[src/design/dual_stepper_door_sequencer_defines.svh]
// Assertion macros for the door sequencer.
`ifndef DUAL_STEPPER_DOOR_SEQUENCER_DEFINES_SVH
`define DUAL_STEPPER_DOOR_SEQUENCER_DEFINES_SVH

`ifndef SYNTHESIS
`define DSS_ASSERT_SAME(label, clk_sig, rstn_sig, ante, cons) \
    label: assert property (@(posedge clk_sig) disable iff (!rstn_sig) (ante) |-> (cons)) \
        else $error("dss assertion failed");
`define DSS_ASSERT_NEXT(label, clk_sig, rstn_sig, ante, cons) \
    label: assert property (@(posedge clk_sig) disable iff (!rstn_sig) (ante) |=> (cons)) \
        else $error("dss assertion failed");
`else
`define DSS_ASSERT_SAME(label, clk_sig, rstn_sig, ante, cons)
`define DSS_ASSERT_NEXT(label, clk_sig, rstn_sig, ante, cons)
`endif

`endif

[src/design/dss_pkg.sv]
package dss_pkg;

    localparam int COUNT_BITS_DEF = 10;
    localparam int LIMIT_W        = 10;
    localparam logic [LIMIT_W-1:0] STEPS_RESET = 10'd48;

    typedef enum logic [1:0] {
        MODE_OPEN    = 2'd0,
        MODE_CLOSING = 2'd1,
        MODE_CLOSED  = 2'd2,
        MODE_OPENING = 2'd3
    } mode_t;

    typedef enum logic {
        OP_TICK = 1'b0,
        OP_CMD  = 1'b1
    } opcode_t;

    typedef enum logic {
        ACT_OPEN  = 1'b0,
        ACT_CLOSE = 1'b1
    } action_t;

    typedef enum logic [1:0] {
        REG_STEPS_TO_OPEN  = 2'd0,
        REG_STEPS_TO_CLOSE = 2'd1
    } reg_index_t;

    // full-step pattern: bit0 coil A, bit1 coil B
    function automatic logic [1:0] gray_pattern(input logic [1:0] phase);
        logic [1:0] pat;
        unique case (phase)
            2'd0: pat = 2'b11;
            2'd1: pat = 2'b01;
            2'd2: pat = 2'b00;
            2'd3: pat = 2'b10;
            default: pat = 2'b00;
        endcase
        return pat;
    endfunction

endpackage

[src/design/dual_stepper_door_sequencer.sv]
// An accepted word goes to the input register, then to the state registers.
// Throughput: one word per cycle; the input register hands to the state/result
// registers whenever the result stage is empty or being taken.
// Reset: doors open, phases and step counters zero, coils off, limits 48.
`include "dual_stepper_door_sequencer_defines.svh"

module dual_stepper_door_sequencer
    import dss_pkg::*;
#(
    parameter int COUNT_BITS = COUNT_BITS_DEF
)(
    input  logic               clk,
    input  logic               rst_n,
    input  logic               in_valid,
    output logic               in_ready,
    input  logic               opcode,
    input  logic               door_select,
    input  logic               action,
    output logic               out_valid,
    input  logic               out_ready,
    output logic [3:0]         coil_pins,
    output logic [1:0]         front_mode,
    output logic [1:0]         back_mode,
    input  logic               cfg_valid,
    output logic               cfg_ready,
    input  logic [1:0]         cfg_index,
    input  logic [LIMIT_W-1:0] cfg_data
);

    localparam int CMP_W = (COUNT_BITS > LIMIT_W) ? COUNT_BITS : LIMIT_W;

    logic                  s1_vld_reg;
    opcode_t               s1_op_reg;
    logic                  s1_door_reg;
    action_t               s1_act_reg;
    logic                  out_vld_reg;
    logic                  adv;

    logic [LIMIT_W-1:0]    open_lim_reg;
    logic [LIMIT_W-1:0]    close_lim_reg;

    mode_t                 mode_reg [2];
    mode_t                 mode_next [2];
    logic [1:0]            phase_reg [2];
    logic [1:0]            phase_next [2];
    logic [COUNT_BITS-1:0] open_cnt_reg [2];
    logic [COUNT_BITS-1:0] open_cnt_next [2];
    logic [COUNT_BITS-1:0] close_cnt_reg [2];
    logic [COUNT_BITS-1:0] close_cnt_next [2];
    logic [3:0]            coil_reg;
    logic [3:0]            coil_next;

    assign adv       = s1_vld_reg && (!out_vld_reg || out_ready);
    assign in_ready  = !s1_vld_reg || adv;
    assign cfg_ready = 1'b1;

    assign out_valid  = out_vld_reg;
    assign coil_pins  = coil_reg;
    assign front_mode = mode_reg[0];
    assign back_mode  = mode_reg[1];

    always_ff @(posedge clk or negedge rst_n)
    begin
        if (!rst_n)
        begin
            s1_vld_reg  <= 1'b0;
            out_vld_reg <= 1'b0;
        end
        else
        begin
            if (in_ready)
                s1_vld_reg <= in_valid;
            if (adv)
                out_vld_reg <= 1'b1;
            else if (out_ready)
                out_vld_reg <= 1'b0;
        end
    end

    always_ff @(posedge clk)
    begin
        if (in_valid && in_ready)
        begin
            s1_op_reg   <= opcode_t'(opcode);
            s1_door_reg <= door_select;
            s1_act_reg  <= action_t'(action);
        end
    end

    always_ff @(posedge clk or negedge rst_n)
    begin
        if (!rst_n)
        begin
            open_lim_reg  <= STEPS_RESET;
            close_lim_reg <= STEPS_RESET;
        end
        else if (cfg_valid && cfg_ready)
        begin
            priority case (cfg_index)
                REG_STEPS_TO_OPEN:  open_lim_reg  <= cfg_data;
                REG_STEPS_TO_CLOSE: close_lim_reg <= cfg_data;
                default: ;
            endcase
        end
    end

    always_comb
    begin
        coil_next = coil_reg;
        for (int d = 0; d < 2; d++)
        begin
            mode_next[d]      = mode_reg[d];
            phase_next[d]     = phase_reg[d];
            open_cnt_next[d]  = open_cnt_reg[d];
            close_cnt_next[d] = close_cnt_reg[d];
            if (s1_op_reg == OP_CMD)
            begin
                if (s1_door_reg == 1'(d))
                    mode_next[d] = (s1_act_reg == ACT_CLOSE) ? MODE_CLOSING : MODE_OPENING;
            end
            else
            begin
                unique case (mode_reg[d])
                    MODE_OPENING:
                    begin
                        if (CMP_W'(open_cnt_reg[d]) == CMP_W'(open_lim_reg))
                        begin
                            mode_next[d]     = MODE_OPEN;
                            open_cnt_next[d] = '0;
                        end
                        else
                        begin
                            phase_next[d]    = phase_reg[d] - 2'd1;
                            open_cnt_next[d] = open_cnt_reg[d] + 1'b1;
                            {coil_next[d+2], coil_next[d]} = gray_pattern(phase_next[d]);
                        end
                    end
                    MODE_CLOSING:
                    begin
                        if (CMP_W'(close_cnt_reg[d]) == CMP_W'(close_lim_reg))
                        begin
                            mode_next[d]      = MODE_CLOSED;
                            close_cnt_next[d] = '0;
                        end
                        else
                        begin
                            phase_next[d]     = phase_reg[d] + 2'd1;
                            close_cnt_next[d] = close_cnt_reg[d] + 1'b1;
                            {coil_next[d+2], coil_next[d]} = gray_pattern(phase_next[d]);
                        end
                    end
                    MODE_OPEN, MODE_CLOSED: ;
                endcase
            end
        end
    end

    always_ff @(posedge clk or negedge rst_n)
    begin
        if (!rst_n)
        begin
            coil_reg <= '0;
            for (int d = 0; d < 2; d++)
            begin
                mode_reg[d]      <= MODE_OPEN;
                phase_reg[d]     <= '0;
                open_cnt_reg[d]  <= '0;
                close_cnt_reg[d] <= '0;
            end
        end
        else if (adv)
        begin
            coil_reg <= coil_next;
            for (int d = 0; d < 2; d++)
            begin
                mode_reg[d]      <= mode_next[d];
                phase_reg[d]     <= phase_next[d];
                open_cnt_reg[d]  <= open_cnt_next[d];
                close_cnt_reg[d] <= close_cnt_next[d];
            end
        end
    end

    `DSS_ASSERT_SAME(a_stall_only_when_full, clk, rst_n, !in_ready,
        s1_vld_reg && out_vld_reg && !out_ready)
    `DSS_ASSERT_NEXT(a_cmd_keeps_coils, clk, rst_n, adv && (s1_op_reg == OP_CMD),
        $stable(coil_reg))
    `DSS_ASSERT_NEXT(a_rest_front_keeps_pins, clk, rst_n,
        adv && (s1_op_reg == OP_TICK) &&
        (mode_reg[0] == MODE_OPEN || mode_reg[0] == MODE_CLOSED),
        coil_reg[0] == $past(coil_reg[0]) && coil_reg[2] == $past(coil_reg[2]))

endmodule
[config.mk]
export PLATFORM = sky130hd
export DESIGN_NAME = dual_stepper_door_sequencer
export DESIGN_NICKNAME = d
export VERILOG_FILES = /design/src/design/dss_pkg.sv /design/src/design/dual_stepper_door_sequencer.sv
export VERILOG_INCLUDE_DIRS = /design/src /design/src/design
export SDC_FILE = /design/constraint.sdc
export NUM_CORES = 1
export LEC_CHECK = 0
export ABC_AREA = 1
export BUFFER_PORTS_ARGS = -buffer_cell sky130_fd_sc_hd__buf_2
export CORE_MARGIN = 2
export CORE_UTILIZATION = 60
export CTS_CLUSTER_SIZE = 40
export DETAILED_ROUTE_END_ITERATION = 8
export GPL_TIMING_DRIVEN = 0
export PLACE_DENSITY_LB_ADDON = 0.05
export SLEW_MARGIN = 0
export SYNTH_ARGS = -nofsm -noshare
export SYNTH_HDL_FRONTEND = slang
export SYNTH_SLANG_ARGS = --single-unit
[constraint.sdc]
create_clock -name clk -period 3.4 [get_ports clk]
set_input_delay 0.17 -clock clk [delete_from_list [all_inputs] [get_ports clk]]
set_output_delay 0.17 -clock clk [all_outputs]
set_load 0.02 [all_outputs]
After elaboration in Yosys (flattened, before gate mapping). Cells that the tools add are included.

Bits in writable memories: 0. Bits in registers: 77. Bits of input ports: 20. Output and inout bits: 11. Word-level logic and storage cells: 122. Memories: 0. Bits in read-only memories: 0. Latch bits: 0.

Add/subtract/negate cells: 8. Shift operators: 0. Order comparisons: 0. $mul: 0. Bitwise operators: 1. Reduce and logical (&&, ||, !) cells: 26. Mux-type cells: 39. Equality and inequality tests: 31. Divide/modulo/power cells: 0.

Operators by type and width (count): 10-bit by 1-bit adder with 10-bit output, second input constant (4); 10-bit == test (4); 10-bit two-way mux (4); 2-bit one-hot mux with 4 select lines (4); 2-bit two-way mux (13); 2-bit == test, second input constant (10); 5-bit AND reduction (4); 2-bit one-hot mux with 2 select lines (4); 2-bit by 1-bit == test with 1-bit output, second input constant (7); 3-bit != test, second input constant (4); 3-bit AND reduction (4); 2-bit zero test (5); 1-bit two-way mux (10); 2-bit != test, second input constant (5); 1-bit one-hot mux with 2 select lines (4); 2-bit nonzero test (3); 3-bit nonzero test (2); 2-bit by 1-bit adder with 2-bit output, second input constant (2); 2-bit AND reduction (2); 2-bit by 1-bit subtractor with 2-bit output, second input constant (2); 1-bit logical AND (2); 1-bit zero test (2); 1-bit logical OR (2); 2-bit by 1-bit != test with 1-bit output, second input constant (1); 1-bit inverter (1).

Longest topological paths before layout. Gate-level depths: netlist of run 1.

Word-level depth: 5. Mapped depth: 12. Gate-level depth less buffers: 12.

Worst setup path before layout of run 1. No wires, ideal clock.

Path kind: reg2reg. Start: reg out_vld_reg, in the netlist out_valid. End: reg open_cnt_reg[12] (netlist name). Slack: 1.938 ns. Library setup time: 0.120 ns. Arrival: 1.342 ns. Data required time: 3.280 ns. Clock period less this slack: 1.462 ns. Stages on the path, launching flop included: 9. Cell sequence: dfrtp_1 -> nand2_4 -> nand2_4 -> clkinv_4 -> nand2_8 -> nor2_8 -> buf_8 -> a21oi_1 -> and3b_1.

Cells in the longest elaborated chain, start to end: 4.

RTL lines: from (decl) (RTL line dual_stepper_door_sequencer.sv:36) `logic out_vld_reg;`; from (signal assigned) (RTL line dual_stepper_door_sequencer.sv:67) `out_vld_reg <= 1'b0;`; from (signal assigned) (RTL line dual_stepper_door_sequencer.sv:74) `out_vld_reg <= 1'b1;`; from (signal assigned) (RTL line dual_stepper_door_sequencer.sv:76) `out_vld_reg <= 1'b0;`; 1-bit zero test (RTL line dual_stepper_door_sequencer.sv:53) `assign adv = s1_vld_reg && (!out_vld_reg || out_ready);`; 1-bit logical OR (RTL line dual_stepper_door_sequencer.sv:53); 1-bit logical AND (RTL line dual_stepper_door_sequencer.sv:53); 3-bit AND reduction (no line); to (signal, indexed assignment) (RTL line dual_stepper_door_sequencer.sv:178) `open_cnt_reg[d] <= open_cnt_next[d];`; to (decl) (RTL line dual_stepper_door_sequencer.sv:46) `logic [COUNT_BITS-1:0] open_cnt_reg [2];`.

Every way passes these cells. A chain may end at the register's enable or synchronous reset.

Worst setup path in the final report of run 1.
Start: reg open_lim_reg[4]. End: reg coil_reg[1], in the netlist coil_pins[1].

Cells in the longest elaborated chain, start to end: 3.

RTL lines: from (decl) (RTL line dual_stepper_door_sequencer.sv:39) `logic [LIMIT_W-1:0] open_lim_reg;`; from (signal assigned) (RTL line dual_stepper_door_sequencer.sv:100) `REG_STEPS_TO_OPEN: open_lim_reg <= cfg_data;`; 10-bit == test (RTL line dual_stepper_door_sequencer.sv:126) `if (CMP_W'(open_cnt_reg[d]) == CMP_W'(open_lim_reg))`; 2-bit != test (no line); 5-bit AND reduction (no line); to (signal assigned) (RTL line dual_stepper_door_sequencer.sv:173) `coil_reg <= coil_next;`; to (decl) (RTL line dual_stepper_door_sequencer.sv:50) `logic [3:0] coil_reg;`.

Every way passes these cells.

==> results, run 1 <==
- The flow ran to the end, and the final reports show no timing, DRC or antenna violations.
- In this run the register-to-register setup slack is between 1500 and 2000 ps.
- The area growth from synthesis to final layout is 11.17%.
- The first detailed-routing pass took 4 iterations.
- Counting the fill cells in the layout gives 646.
- The clock tree skew after final layout is 10.58 ps.
- Traced cell by cell, the critical path runs through xnor2_1, nand2_1, nor2_1, nand3_2, nand2_2, o21ai_2, nand2_1, nand2_1.
- The wire length of the first global-routing pass is between 15000 and 20000 um.
- The clock network burns a little under a fifth of the power.
- Together, buffers and inverters on the worst path number 0.
- The fraction of post-synthesis cell area in the top cell type by area is 37.78%.
- The shortest period the worst path allows is 1735 ps.
- The worst path setup slack after routing is 1665 ps.
- The multi-input combinational cells in the finished layout cover a total of roughly 0.0023 mm^2.
- The setup TNS after final layout is 0 ps.
- The clock tree from TritonCTS is yes.
- Setup violations remaining at the end of the flow were counted as 0.
- The net count of the finished layout is about 640.
- For this design the static power due to leakage is 0.002612 uW.
- Among all flip-flop cells after synthesis, the most frequent one is dfrtp_1.
- The clock buffer count from CTS is 9.
- In this run, flip-flops and latches consume between 40 and 50% of the power.
- The worst min-delay path class is primary input to flop.
- The required time reported for the critical path endpoint is 3650 ps.
- Once placement finished, the instance area stood at between 0.004 and 0.005 mm^2.
- The area of all placed cells without fillers is 0.005155 mm^2.
- Summing the areas of all and, or, nand and nor instances in the mapped netlist gives 34.21% of the synthesized area.
- The per-instance average area after synthesis is just over 8 um^2.
- The number of DRC markers after the initial detailed-route iteration is 176.
- The count of unresolved DRC violations after routing is 0.
- In the routed layout, each cell is associated on average with a via count of 5.156.
- The compound-cell area share of the yosys netlist is roughly 7.5%.
- The main combinational cell family by area after synthesis is simple AND/OR/NAND/NOR gates.
- Pin placement for this block handled 31 I/O pins.
- The critical path capture point type is a flop.
- The number of enable-type register cells in the synthesized netlist is 3.
- The number of gates given a new drive strength after cts is 0.
- Internal power comes to 1993 uW.
- The instance count of the mapped netlist is 574.
- The floorplan step defined a core boundary enclosing 0.007607 mm^2.
- In the post-synthesis netlist, the biggest area contributors are dfrtp_1, nand2_1, inv_1.
- The mean routed wirelength per cell is about 13 um.
- The number of port buffers is 29.
- The floorplan has 32 rows.
- Summing over every cut layer, the via total after detailed routing is approximately 3700.
- The power density over the cells is 687.1 mW/mm^2.
- For this run, the number of Yosys warnings is 0.
- Synthesis produced a netlist with a net count of 598.
- Sequential cells were found to cover 41.99% of the synthesized design area.
- The worst path arrival time is 1980 ps.
- The type of the worst setup path is flop to flop.
- Final hold analysis gives a worst-case slack of 58.63 ps.
- Net switching is 43.74% of the power.
- Across the run, the number of max-cap violations was 0.
- Per report_power, the combinational group accounts for 38.5% of the total.
- The number of antenna diodes in the final layout is 0.
- Measured along the x axis, the die boundary spans ~92 um.
- Along the worst path, the maximum fanout reaches 8.
- Setup repair after global routing left no endpoint under its margin.
- The max-slew violation total from the final report was 0.
- For this configuration, the core starts out at a cell density of 60.95%.
- The die covers 0.008447 mm^2.
- The upper clock frequency limit is 576.5 MHz.
- The detail route stage leaves a number of antenna-violating nets equal to 0.
- The total overflow left after global routing is 0.
- The cell area after synthesis is 0.004637 mm^2.
- The worst IR drop on VDD is approximately 0.38 mV.
- The number of antenna violations at the first check in global routing is 0.
- After Yosys synthesis, full adders, half adders and majority gates account for approximately 1.1% of the synthesized area.
- Entering global routing, the biggest net connects 56 pins.
- Grouping stages by cell kind, the critical path spends the most delay in simple AND/OR/NAND/NOR gates.
- The total area of sequential cells is 0.001947 mm^2.
- After synthesis, the share of flip-flops with an asynchronous set or reset is 96.10%.
- The worst path uses between 50% and 60% of the clock period.
- The longest individual stage delay on the worst path is 590 ps.
- Routability-driven placement finished with a final weighted congestion of 0.8701.
- The analysis attributes to net switching a power of around 1500 uW.
- The floorplan die height is 91.91 um.
- After clock tree synthesis, the clock-pin slew on the worst setup and hold paths is 90 ps.
- The maximum buffer depth of the clock tree is 2.
- The post-place setup slack is 1685 ps.
- The clock latency on the worst-skew pair is 350 ps.
- The number of synthesized register bits is 77.
- The hold violation count in the final report is 0.
- The via count of the first global-routing pass was 3785.
- The cell accounting for the most synthesized area is dfrtp_1.
- The cell that appears most often on the critical path is nand2_1.
- For this run, the total global-route usage over all layers was measured as 25.76%.
- The CTS root buffer is clkbuf_8.
- The detailed placer's ending HPWL is 7571 um.
- The proportion of synthesized area in mux cells is 0%.
- Post-CTS timing repair inserted 0 buffers for setup.
- In the post-synthesis netlist, the cell with the most instances is nand2_1.
- Ranked by instance count, the synthesized netlist is headed by nand2_1, dfrtp_1, inv_1.
- The share of the synthesized netlist area taken by xor and xnor gates is 6.773%.
- The final layout contains routed wiring with a total length of 9777 um.
- The total power of the final layout is 3542 uW.
- The slowest stage of the critical path is the dfstp_2 cell.
- The number of clock sinks seen by CTS is 77.
- The post-synthesis cell type count is between 40 and 50.
- CTS built an H-tree with a depth of 3.
- The post-route netlist has 19.55% of its cells at a drive strength greater than 1.
- The startpoint class of the critical path is a flop.
## through the flow
step	cells	util, %
final	726	67.76
after global routing	726	67.76
after CTS	726	67.76
after detailed placement	706	64.93
after global placement	705	64.54
after floorplan	574	-
## final timing paths
check                                start          endpoint  depth (start not counted)
setup / recovery           open_lim_reg[4]      coil_pins[1]                          8
hold / removal                    in_valid        s1_vld_reg                          3
setup reg to reg           open_lim_reg[4]      coil_pins[1]                          8
hold reg to reg               coil_pins[2]      coil_pins[2]                          2
max in group asynchronous            rst_n  close_lim_reg[5]                          3
min in group asynchronous            rst_n  open_cnt_reg[14]                          2
## kinds of logic (layout without fill, tap and decap cells)
| family | after synthesis | in the layout |
|---|---|---|
| flops | 77 | 77 |
| compound gates | 63 | 63 |
| simple gates | 300 | 300 |
| buf+inv | 94 | 144 |
| fa+ha+maj | 4 | 4 |
| other cells | 1 | 1 |
| xor+xnor | 35 | 35 |
## placed cells by master, fill, tap and decap left out, types with 4 or more instances in the layout
| cell type | instances |
|---|---|
| dfrtp_1 | 70 |
| a21oi_1 | 8 |
| nor2_4 | 7 |
| o21ai_1 | 11 |
| nor2_1 | 37 |
| o21ai_0 | 33 |
| dfstp_2 | 4 |
| nand3b_1 | 5 |
| o21ai_2 | 4 |
| nor3_1 | 13 |
| clkbuf_1 | 4 |
| nand4_1 | 17 |
| inv_1 | 67 |
| xnor2_1 | 14 |
| nor2_8 | 4 |
| nand3_1 | 29 |
| nand2_4 | 6 |
| xor2_1 | 20 |
| nand2_1 | 151 |
| clkbuf_8 | 9 |
| buf_2 | 30 |
| inv_2 | 14 |
| nor2_2 | 8 |
| ha_1 | 4 |
| dlygate4sd3_1 | 4 |
## layer usage
layer,track usage (%),wire length [um],vias to the layer above
met4,6.219,126,0
met2,46.20,5065,39
li1,-,-,1923
met1,32.45,4357,1772
met3,4.437,227,9
met5,0,0,-
## power by group through the flow
| stage | combinational, uW | clock (uW) | sequential, uW |
|---|---|---|---|
| 2_1_floorplan | 1040 | 0 | 1520 |
| 6_report | 1360 | 642 | 1540 |
| 5_1_grt | 1560 | 699 | 1580 |
| 3_3_place_gp | 1310 | 0 | 1540 |
| 3_5_place_dp | 1360 | 0 | 1550 |
| 4_1_cts | 1380 | 660 | 1540 |
## layout make-up
| type | count | area share, % |
|---|---|---|
| timing repair buffer | 34 | 4.175 |
| buffer | 9 | 1.141 |
| inverter | 85 | 6.408 |
| multi-input combinational | 403 | 44.64 |
| clock inverter | 7 | 0.9951 |
| sequential | 77 | 37.77 |
| tap | 102 | 2.476 |
| clock buffer | 9 | 2.403 |
## timing repair
action / 4_1_cts / 5_1_grt
setup endpoints to repair: 0 / 0
endpoints found under the hold margin: 22 / 0
hold buffers: 4 / 0
## tightest hold or removal path, stage by stage
cell,delay (ps)
buf_2,80
nand2_1,60
nand2_1,60
Note: power is estimated with default switching activity, not from simulation.
==> run 2: changes to the inputs <==
--- a/config.mk
+++ b/config.mk
@@ -6,7 +6,7 @@
 export SDC_FILE = /design/constraint.sdc
 export NUM_CORES = 1
 export LEC_CHECK = 0
-export ABC_AREA = 1
+export ABC_AREA = 0
 export BUFFER_PORTS_ARGS = -buffer_cell sky130_fd_sc_hd__buf_2
 export CORE_MARGIN = 2
 export CORE_UTILIZATION = 60
==> constraint.sdc (replaced) <==
create_clock -name clk -period 1.65 [get_ports clk]
set_input_delay 0.0825 -clock clk [delete_from_list [all_inputs] [get_ports clk]]
set_output_delay 0.0825 -clock clk [all_outputs]
set_load 0.02 [all_outputs]
==> run 2 against run 1 <==
  * The run now ends with negative hold slack, negative setup slack left
  * Non-clock buffer count increased by 63
  * Clock power increased to 2.7 times the previous value
  * Count of clock-buffer cells in the layout increased by 4
  * Sequential share of layout area decreased by 4.5 points
  * Combinational power increased by 57%
  * Global-route usage increased by 4.3 points
  * Via count decreased by 2.8%
  * Routed wire length increased by 22%
  * Final cell count decreased by 16%
  * Fmax decreased by 10%
  * Core utilization increased by 18 points
  * Critical endpoint is now close_cnt_reg[18]
==> results, run 2 <==
- The worst min-delay path class is primary input to flop.
- In this run, distinct cell masters in the synthesized netlist total 56.
- The detailed placer's ending HPWL is 6649 um.
- The area of the die is 0.007821 mm^2.
- The worst path uses 117.3% of the clock period.
- The worst path arrival time is 2190 ps.
- The longest individual stage delay on the worst path is 440 ps.
- The hold violation count in the final report came to 1.
- The net count reported at finish is between 500 and 600.
- Summed over all layers, the global routing overflow is 0.
- The proportion of synthesized area in mux cells is 7.751%.
- The upper clock frequency limit is 516.5 MHz.
- The number of antenna diodes is 0.
- The share of the synthesized netlist area taken by xor and xnor gates is 11.67%.
- The area of the core is 0.006832 mm^2.
- The instance count along the most critical hold path is 2.
- Summed over all instances, the cell type with the most area after synthesis is dfrtp_1.
- The count of unresolved DRC violations after routing is 0.
- After detailed routing, the average wire length per cell comes to approximately 20 um.
- The worst IR drop on VDD is about 0.80 mV.
- The count of cells in the finished layout, fillers not included, comes to around 610.
- The fraction of post-synthesis cell area in the top cell type by area is 40.95%.
- The area after detailed placement is ~0.0046 mm^2.
- The number of clock sinks seen by CTS is between 70 and 80.
- Max-cap violations in this run came to 0.
- For this block, the via count after detailed routing is ~3600.
- The number of primary I/O pins is 31.
- The run finished, with violations left.
- The logic depth of the worst register-to-register path is 7.
- The start point of the worst hold path is cfg_data[6].
- Sorting the synthesized cells by area gives the leading types as dfrtp_1, xor2_1, mux2_2.
- The number of vias per cell after detailed routing is 5.946.
- Clock skew on the completed layout was measured at 8.778 ps.
- The H-tree generated during clock tree synthesis spans 3 levels.
- The CTS root buffer is clkbuf_8.
- The initial utilization of the core area, before any placement, comes to between 60% and 70%.
- The post-place setup slack is -386.0 ps.
- The number of antenna violations at the first check in global routing is 0.
- The net count of the mapped netlist is 431.
- The hold slack is -13.39 ps.
- The max-slew violation total from the final report is 0.
- The worst path setup slack after routing is -286.1 ps.
- The library cell used most frequently in the layout, excluding fill and tap cells, is dfrtp_1.
- Ranked by instance count, the synthesized netlist is headed by dfrtp_1, xor2_1, nand2_1, o21ai_0, nor2_1.
- Port buffering added 29 buffers.
- The library cells used most frequently in the layout, excluding fill and tap cells, are dfrtp_1, buf_4, xor2_1.
- Setup repair after global routing could not meet its margin everywhere.
- The cell area after synthesis is between 0.004 and 0.005 mm^2.
- The floorplan die height is 88.44 um.
- The startpoint class of the critical path is a flop.
- The CTS clock-pin slew for the worst setup and hold paths is 80 ps.
- The instance count of the mapped netlist is a little over 400.
- The worst-path maximum fanout is 7.
- Cells with a size suffix above 1 make up 43.60% of the layout.
- In this run the tightest slew margin relative to its limit is 61.90%.
- The yosys synthesis warning count is 0.
- The number of DRC markers after the initial detailed-route iteration is 254.
- The worst hold path endpoint is close_lim_reg[6].
- The library cell with the highest instance count after synthesis is dfrtp_1.
- The total power of the final layout is 6666 uW.
- STA classifies the critical path endpoint as a flop.
- The gate family responsible for the most delay along the worst path is simple AND/OR/NAND/NOR gates.
- The sequential fraction of the synthesis area is 45.51%.
- After synthesis, the share of flip-flops with an asynchronous set or reset is a little over nine tenths.
- The smallest clock period supported by the final layout is computed as 1936 ps.
- The total wirelength of the detailed-routed design is 11970 um.
- The minimum setup slack among reg-to-reg paths is -290 ps.
- The clock tree from TritonCTS is yes.
- The slowest stage of the critical path belongs to the cell dfrtp_1.
- The finished cells cover 0.005883 mm^2.
- The detail route stage leaves a number of antenna-violating nets equal to 0.
- The first global-routing pass estimated 17840 um of wire.
- The maximum buffer depth of the clock tree is 2.
- In this run, synthesis inferred 3 flip-flops with an integrated enable.
- The power density over the cells is approximately 1100 mW/mm^2.
- The pre-antenna-repair detailed-routing pass consisted of 4 iterations.
- The most used flip-flop cell after synthesis is dfrtp_1.
- The largest net degree at the start of global routing is 48.
- The synthesized netlist devotes 18.48% of its cell area to simple gates.
- At the pin with the least slew margin, the transition time is 571.4 ps.
- The clock latency on the worst-skew pair is ~360 ps.
- The via count of the first global-routing pass came to 3543.
- The placer congestion estimate is 0.8383.
- The critical path is of the flop to flop type.
- The count of standard-cell rows is 30.
- The checks that failed: negative hold slack, negative setup slack.
- The number of placed instances, taps included is 533.
- Data on the critical path is required at its endpoint by around 1900 ps.
- Buffers inserted during clock tree synthesis total 9.
- The overall routing resource usage is 30.08%.
- The signal on the critical path passes through xor2_1, nor4_2, and3_1, buf_6, buf_8, o21ai_2, a22o_1.
- The endpoint identified for the worst register-to-register timing path is close_cnt_reg[18].
- The cell leakage power is 0.002579 uW.
- The synthesized-area fraction occupied by adder cells is 1.170%.
- In this run the horizontal extent of the chip is 88.44 um.
- Counting both buffers and inverters, the worst setup path holds a total of 2.
- Setup violations remaining at the end of the flow were counted as 49.
- The number of synthesized register bits is 77.
- After synthesis, the largest family of logic cells by area is simple AND/OR/NAND/NOR gates.
- Summing the areas of all compound-gate instances in the mapped netlist gives roughly an eighth of the synthesized area.
- Averaged over all synthesized cells, the footprint is 10.51 um^2.
- The layout has 338 filler cells.
- The startpoint of the worst-slack reg-to-reg timing path is close_lim_reg[8].
- After routing, the total negative slack on setup checks comes to -7046 ps.
- The area growth from synthesis to final layout is 37.53%.
[run 2: worst max path at each step]
stage / startpoint / end / slack (ps) / cells after the start
after floorplan: close_lim_reg[4] / coil_pins[1] / -200 / 5
after global placement: close_lim_reg[5] / front_mode[1] / -350 / 7
after detailed placement: close_lim_reg[4] / coil_pins[1] / -390 / 5
after CTS: close_lim_reg[4] / close_cnt_reg[18] / -210 / 7
after global routing: close_lim_reg[2] / front_mode[1] / -350 / 7
final: close_lim_reg[8] / close_cnt_reg[18] / -290 / 7
[run 2: worst register-to-register path: stages (launching register included)]
cell     delay [ps]
dfrtp_1         440
xor2_1          170
nor4_2          400
and3_1          240
buf_6           150
buf_8           140
o21ai_2          50
a22o_1          230
[run 2: cells by family after synthesis]
kind of cell / Yosys count
xor gates and xnor gates: 57
AOI/OAI and AO/OA: 81
DFF: 77
other: 1
muxes: 30
buffers and inverters: 18
adders and majority gates: 4
and+or+nand+nor: 139
[run 2: routing by layer]
| metal | GRT usage (%) | wire (um) | up-vias |
|---|---|---|---|
| li1 | - | - | 1670 |
| met1 | 41.99 | 5180 | 1832 |
| met2 | 48.19 | 6000 | 114 |
| met3 | 3.265 | 539 | 23 |
| met4 | 12.40 | 250 | 0 |
| met5 | 0 | 0 | - |
[run 2: cell type report]
type / instances / area [um^2] / area share, %
clock inverter: 3 / 65.06 / 1.106
multi-input combinational: 312 / 2676 / 45.49
inverter: 5 / 22.52 / 0.3828
sequential: 77 / 1959 / 33.31
tap: 96 / 120.1 / 2.042
clock buffer: 13 / 180.2 / 3.063
timing repair buffer: 94 / 752.0 / 12.78
buffer: 12 / 107.6 / 1.829
[run 2: power breakdown]
part	total (uW)	internal [uW]	switching, uW
Sequential	2790	2270	517
Clock	1750	1030	723
Combinational	2130	1070	1060
[run 2: per-stage QoR]
step                      util, %  hold WS (ps)
final                       86.12        -13.39
after global placement      67.12         260.1
after CTS                   81.72        0.9182
after detailed placement    67.56         35.96
after floorplan                 -        -213.1
after global routing        86.12        0.2917
[run 2: timing repair]
action | in CTS | in global routing
hold buffers | 14 | 0
pin swaps | 29 | 38
buffers inserted | 38 | 13
gates resized for setup | 75 | 67
setup endpoints to repair | 51 | 52
endpoints found under the hold margin | 49 | 0
gates cloned | 2 | 0
==> run 3: changes to the inputs <==
--- a/config.mk
+++ b/config.mk
@@ -8,8 +8,11 @@
 export LEC_CHECK = 0
 export ABC_AREA = 0
 export BUFFER_PORTS_ARGS = -buffer_cell sky130_fd_sc_hd__buf_2
+export CELL_PAD_IN_SITES_DETAIL_PLACEMENT = 1
+export CELL_PAD_IN_SITES_GLOBAL_PLACEMENT = 2
+export CORE_ASPECT_RATIO = 2
 export CORE_MARGIN = 2
-export CORE_UTILIZATION = 60
+export CORE_UTILIZATION = 40
 export CTS_CLUSTER_SIZE = 40
 export DETAILED_ROUTE_END_ITERATION = 8
 export GPL_TIMING_DRIVEN = 0
==> run 3 against run 2 <==
  * The run ends with negative setup slack left
  * Final cell count is 7.4% higher
  * Via count down 0.27%
  * Combinational power up 4%
  * Worst setup slack worse by 100 ps
  * Clock skew down 2.9 ps
  * Register-to-register slack worse by 100 ps
  * Largest power group unchanged
==> results, run 3 (synthesis results as in run 2) <==
- The flow ran to the end, but the final reports show violations.
- The final reports fail on negative setup slack.
- The number of vias per cell after detailed routing is 5.524.
- The hold violation count in the final report is 0.
- The critical path is of the flop to flop type.
- The via total after detailed routing is 3629.
- The fraction of layout cells with a size suffix above 1 is 49.23%.
- Summing all multi-input logic gate instances after layout gives 0.002831 mm^2.
- The first global-routing pass estimated 20700 um of wire.
- The total area of sequential cells is 0.001964 mm^2.
- Setup repair after global routing could not meet its margin everywhere.
- Summed over all cells, the static leakage comes to around 0.0027 uW.
- The met2 track demand over resource in global routing is 45.22%.
- The shortest period the worst path allows is 2039 ps.
- The clock tree synthesis step divided the H-tree into 3 levels.
- The via count of the first global-routing pass is 3919.
- In this run, the clock network consumes 27.9% of the power.
- The number of antenna violations at the first check in global routing is 0.
- The hold slack is between 15 and 20 ps.
- The worst hold path passes through 2 cells.
- The largest net degree at the start of global routing is 52.
- Clock-pin slew was measured on the worst setup and hold paths at 60 ps.
- The global-route congestion overflow total is 0.
- The worst IR drop on VDD is 0.6656 mV.
- The count of unresolved DRC violations after routing is 0.
- After layout, the worst path uses 123.6% of the clock period.
- Setup violations remaining at the end of the flow were counted as 50.
- The number of primary I/O pins is 31.
- The area of all placed cells without fillers is 0.006166 mm^2.
- Data on the critical path is required at its endpoint by between 1500 and 2000 ps.
- The startpoint class of the critical path is a flop.
- The floorplan has 53 rows.
- Counting the buffers created by CTS gives 9.
- In the final routed layout, each cell accounts on average for approximately 21 um.
- The maximum buffer depth of the clock tree is 2.
- The top cell types in the final layout, fill and taps aside, are dfrtp_1, buf_4, xor2_1.
- The number of max-capacitance violations reported is 0.
- The max-slew violation total from the final report is 0.
- The net count of the finished layout is 539.
- In this run, the number of DRC markers left after iteration 0 of detailed routing was 122.
- The share of total power in sequential cells is 40.1%.
- The upper clock frequency limit is 490.4 MHz.
- The number of antenna diodes is 0.
- The clock latency on the worst-skew pair is ~340 ps.
- After global routing, the most crowded layer is met2.
- In this run the remaining antenna-violating nets after routing total 0.
- The detailed placer's ending HPWL is 8778 um.
- At the pin with the least slew margin, the transition time is 714.9 ps.
- The power share of the combinational group is 31.9%.
- The initial cell density of the core is 40.83%.
- The worst hold path endpoint is close_lim_reg[8].
- The worst path setup slack after routing is -389.0 ps.
- Net switching is 34.85% of the power.
- Compared with the post-synthesis result, the final layout area differs by 44.14%.
- Leaving out fill and tap cells, the most frequent cell in the layout is dfrtp_1.
- Global routing used 23.36% of the available tracks.
- The worst min-delay path class is primary input to flop.
- Of all nets on the critical path, the largest fanout is 5.
- The number of fill cells is 1136.
- Data on the critical path arrives at its endpoint at between 2000 and 2500 ps.
- The clock tree from TritonCTS is yes.
- In this run the critical register-to-register path is launched from open_cnt_reg[17].
- For this run, the detailed router's first-pass iteration total came to 4.
- The cell sitting at the root of the clock tree is a clkbuf_16.
- Summing all placed instances gives a cell area of 0.004667 mm^2.
- The internal portion of the total power is 4530 uW.
- The logic depth of the worst register-to-register path is 7.
- The floorplan step defined a core boundary enclosing 0.01048 mm^2.
- The startpoint identified for the worst hold timing path is cfg_data[8].
- The critical path goes through xor2_2, nor4_2, buf_4, and3_4, buf_8, o31ai_4, a221o_1.
- In this run the critical register-to-register path is captured at coil_pins[2].
- The worst max-slew margin expressed relative to the limit is between 50 and 60%.
- The completed layout was analyzed and its total power is between 6000 and 7000 uW.
- The met3 track demand over resource is between 2 and 3%.
- The area of the die is about 0.012 mm^2.
- The placer congestion estimate is between 0.7 and 0.8.
- The met1 global-route usage is 25.72%.
- Between clock sinks in the finished design, the worst skew comes to around 6 ps.
- The largest individual stage delay along the critical path comes from the cell dfrtp_2.
- Summed over all nets, the switching power comes to 2423 uW.
- The minimum setup slack among reg-to-reg paths is -390 ps.
- The total wirelength of the detailed-routed design is 14080 um.
- The overall die width is 77.13 um.
- The number of port buffers is 29.
- The longest individual stage delay on the worst path is about 460 ps.
- The floorplan die height is 150.3 um.
- STA classifies the critical path endpoint as a flop.
- For this design the ratio of total power to cell area is 1128 mW/mm^2.
- CTS saw 77 sinks.
-- run 3: power by group through the flow --
stage | Clock [uW] | Combinational (uW) | Sequential (uW)
final | 1940 | 2220 | 2790
after global routing | 2060 | 2410 | 2850
after CTS | 1960 | 1860 | 2730
after detailed placement | 0 | 1450 | 2750
after global placement | 0 | 1380 | 2740
after floorplan | 0 | 1020 | 2680
-- run 3: worst max path at each step --
stage,cells after the start,slack [ps],end,start
2_1_floorplan,5,-200,coil_pins[1],close_lim_reg[4]
3_3_place_gp,5,-500,back_mode[1],open_lim_reg[8]
4_1_cts,7,-240,close_cnt_reg[12],close_lim_reg[4]
5_1_grt,7,-430,coil_pins[2],open_cnt_reg[17]
3_5_place_dp,5,-530,back_mode[1],open_lim_reg[8]
6_report,7,-390,coil_pins[2],open_cnt_reg[17]
-- run 3: final cells by class --
type	instances	area share [%]
clock buffers	10	3.713
flip-flops and latches	77	31.86
repair buffers	98	12.66
multi-input cells	312	45.92
clock inverters	6	0.8726
well taps	137	2.780
inverters	5	0.3653
plain buffers	12	1.826
-- run 3: layer usage --
| layer | vias up | wire length (um) | part of all wire, % |
|---|---|---|---|
| met4 | 0 | 414 | 2.9 |
| met5 | - | 0 | 0 |
| met2 | 63 | 8271 | 59 |
| met3 | 31 | 281 | 2.0 |
| li1 | 1668 | - | - |
| met1 | 1867 | 5109 | 36 |
-- run 3: worst max-delay path: cells and delay by family (launching register included) --
kind	cells	cell delay, ps
and+or+nand+nor	2	480
DFF	1	460
AOI/OAI and AO/OA	2	450
buffers and inverters	2	320
xor gates and xnor gates	1	190
-- run 3: metrics by stage --
| stage | utilization (%) | cells | TNS, ps | setup slack (ps) |
|---|---|---|---|---|
| after floorplan | - | 407 | -958.6 | -197.1 |
| after global routing | 58.85 | 657 | -11400 | -430.7 |
| after CTS | 53.83 | 635 | -6269 | -240.3 |
| after detailed placement | 44.54 | 574 | -14960 | -526.7 |
| final | 58.85 | 657 | -8011 | -389.0 |
| after global placement | 44.26 | 573 | -16430 | -503.5 |
-- run 3: what timing repair did --
action,4_1_cts,5_1_grt
resized for setup,93,89
endpoints found under the hold margin,27,0
hold buffers,5,0
setup endpoints to repair,52,52
setup buffers,40,28
gates cloned,2,0
pin swaps,44,44
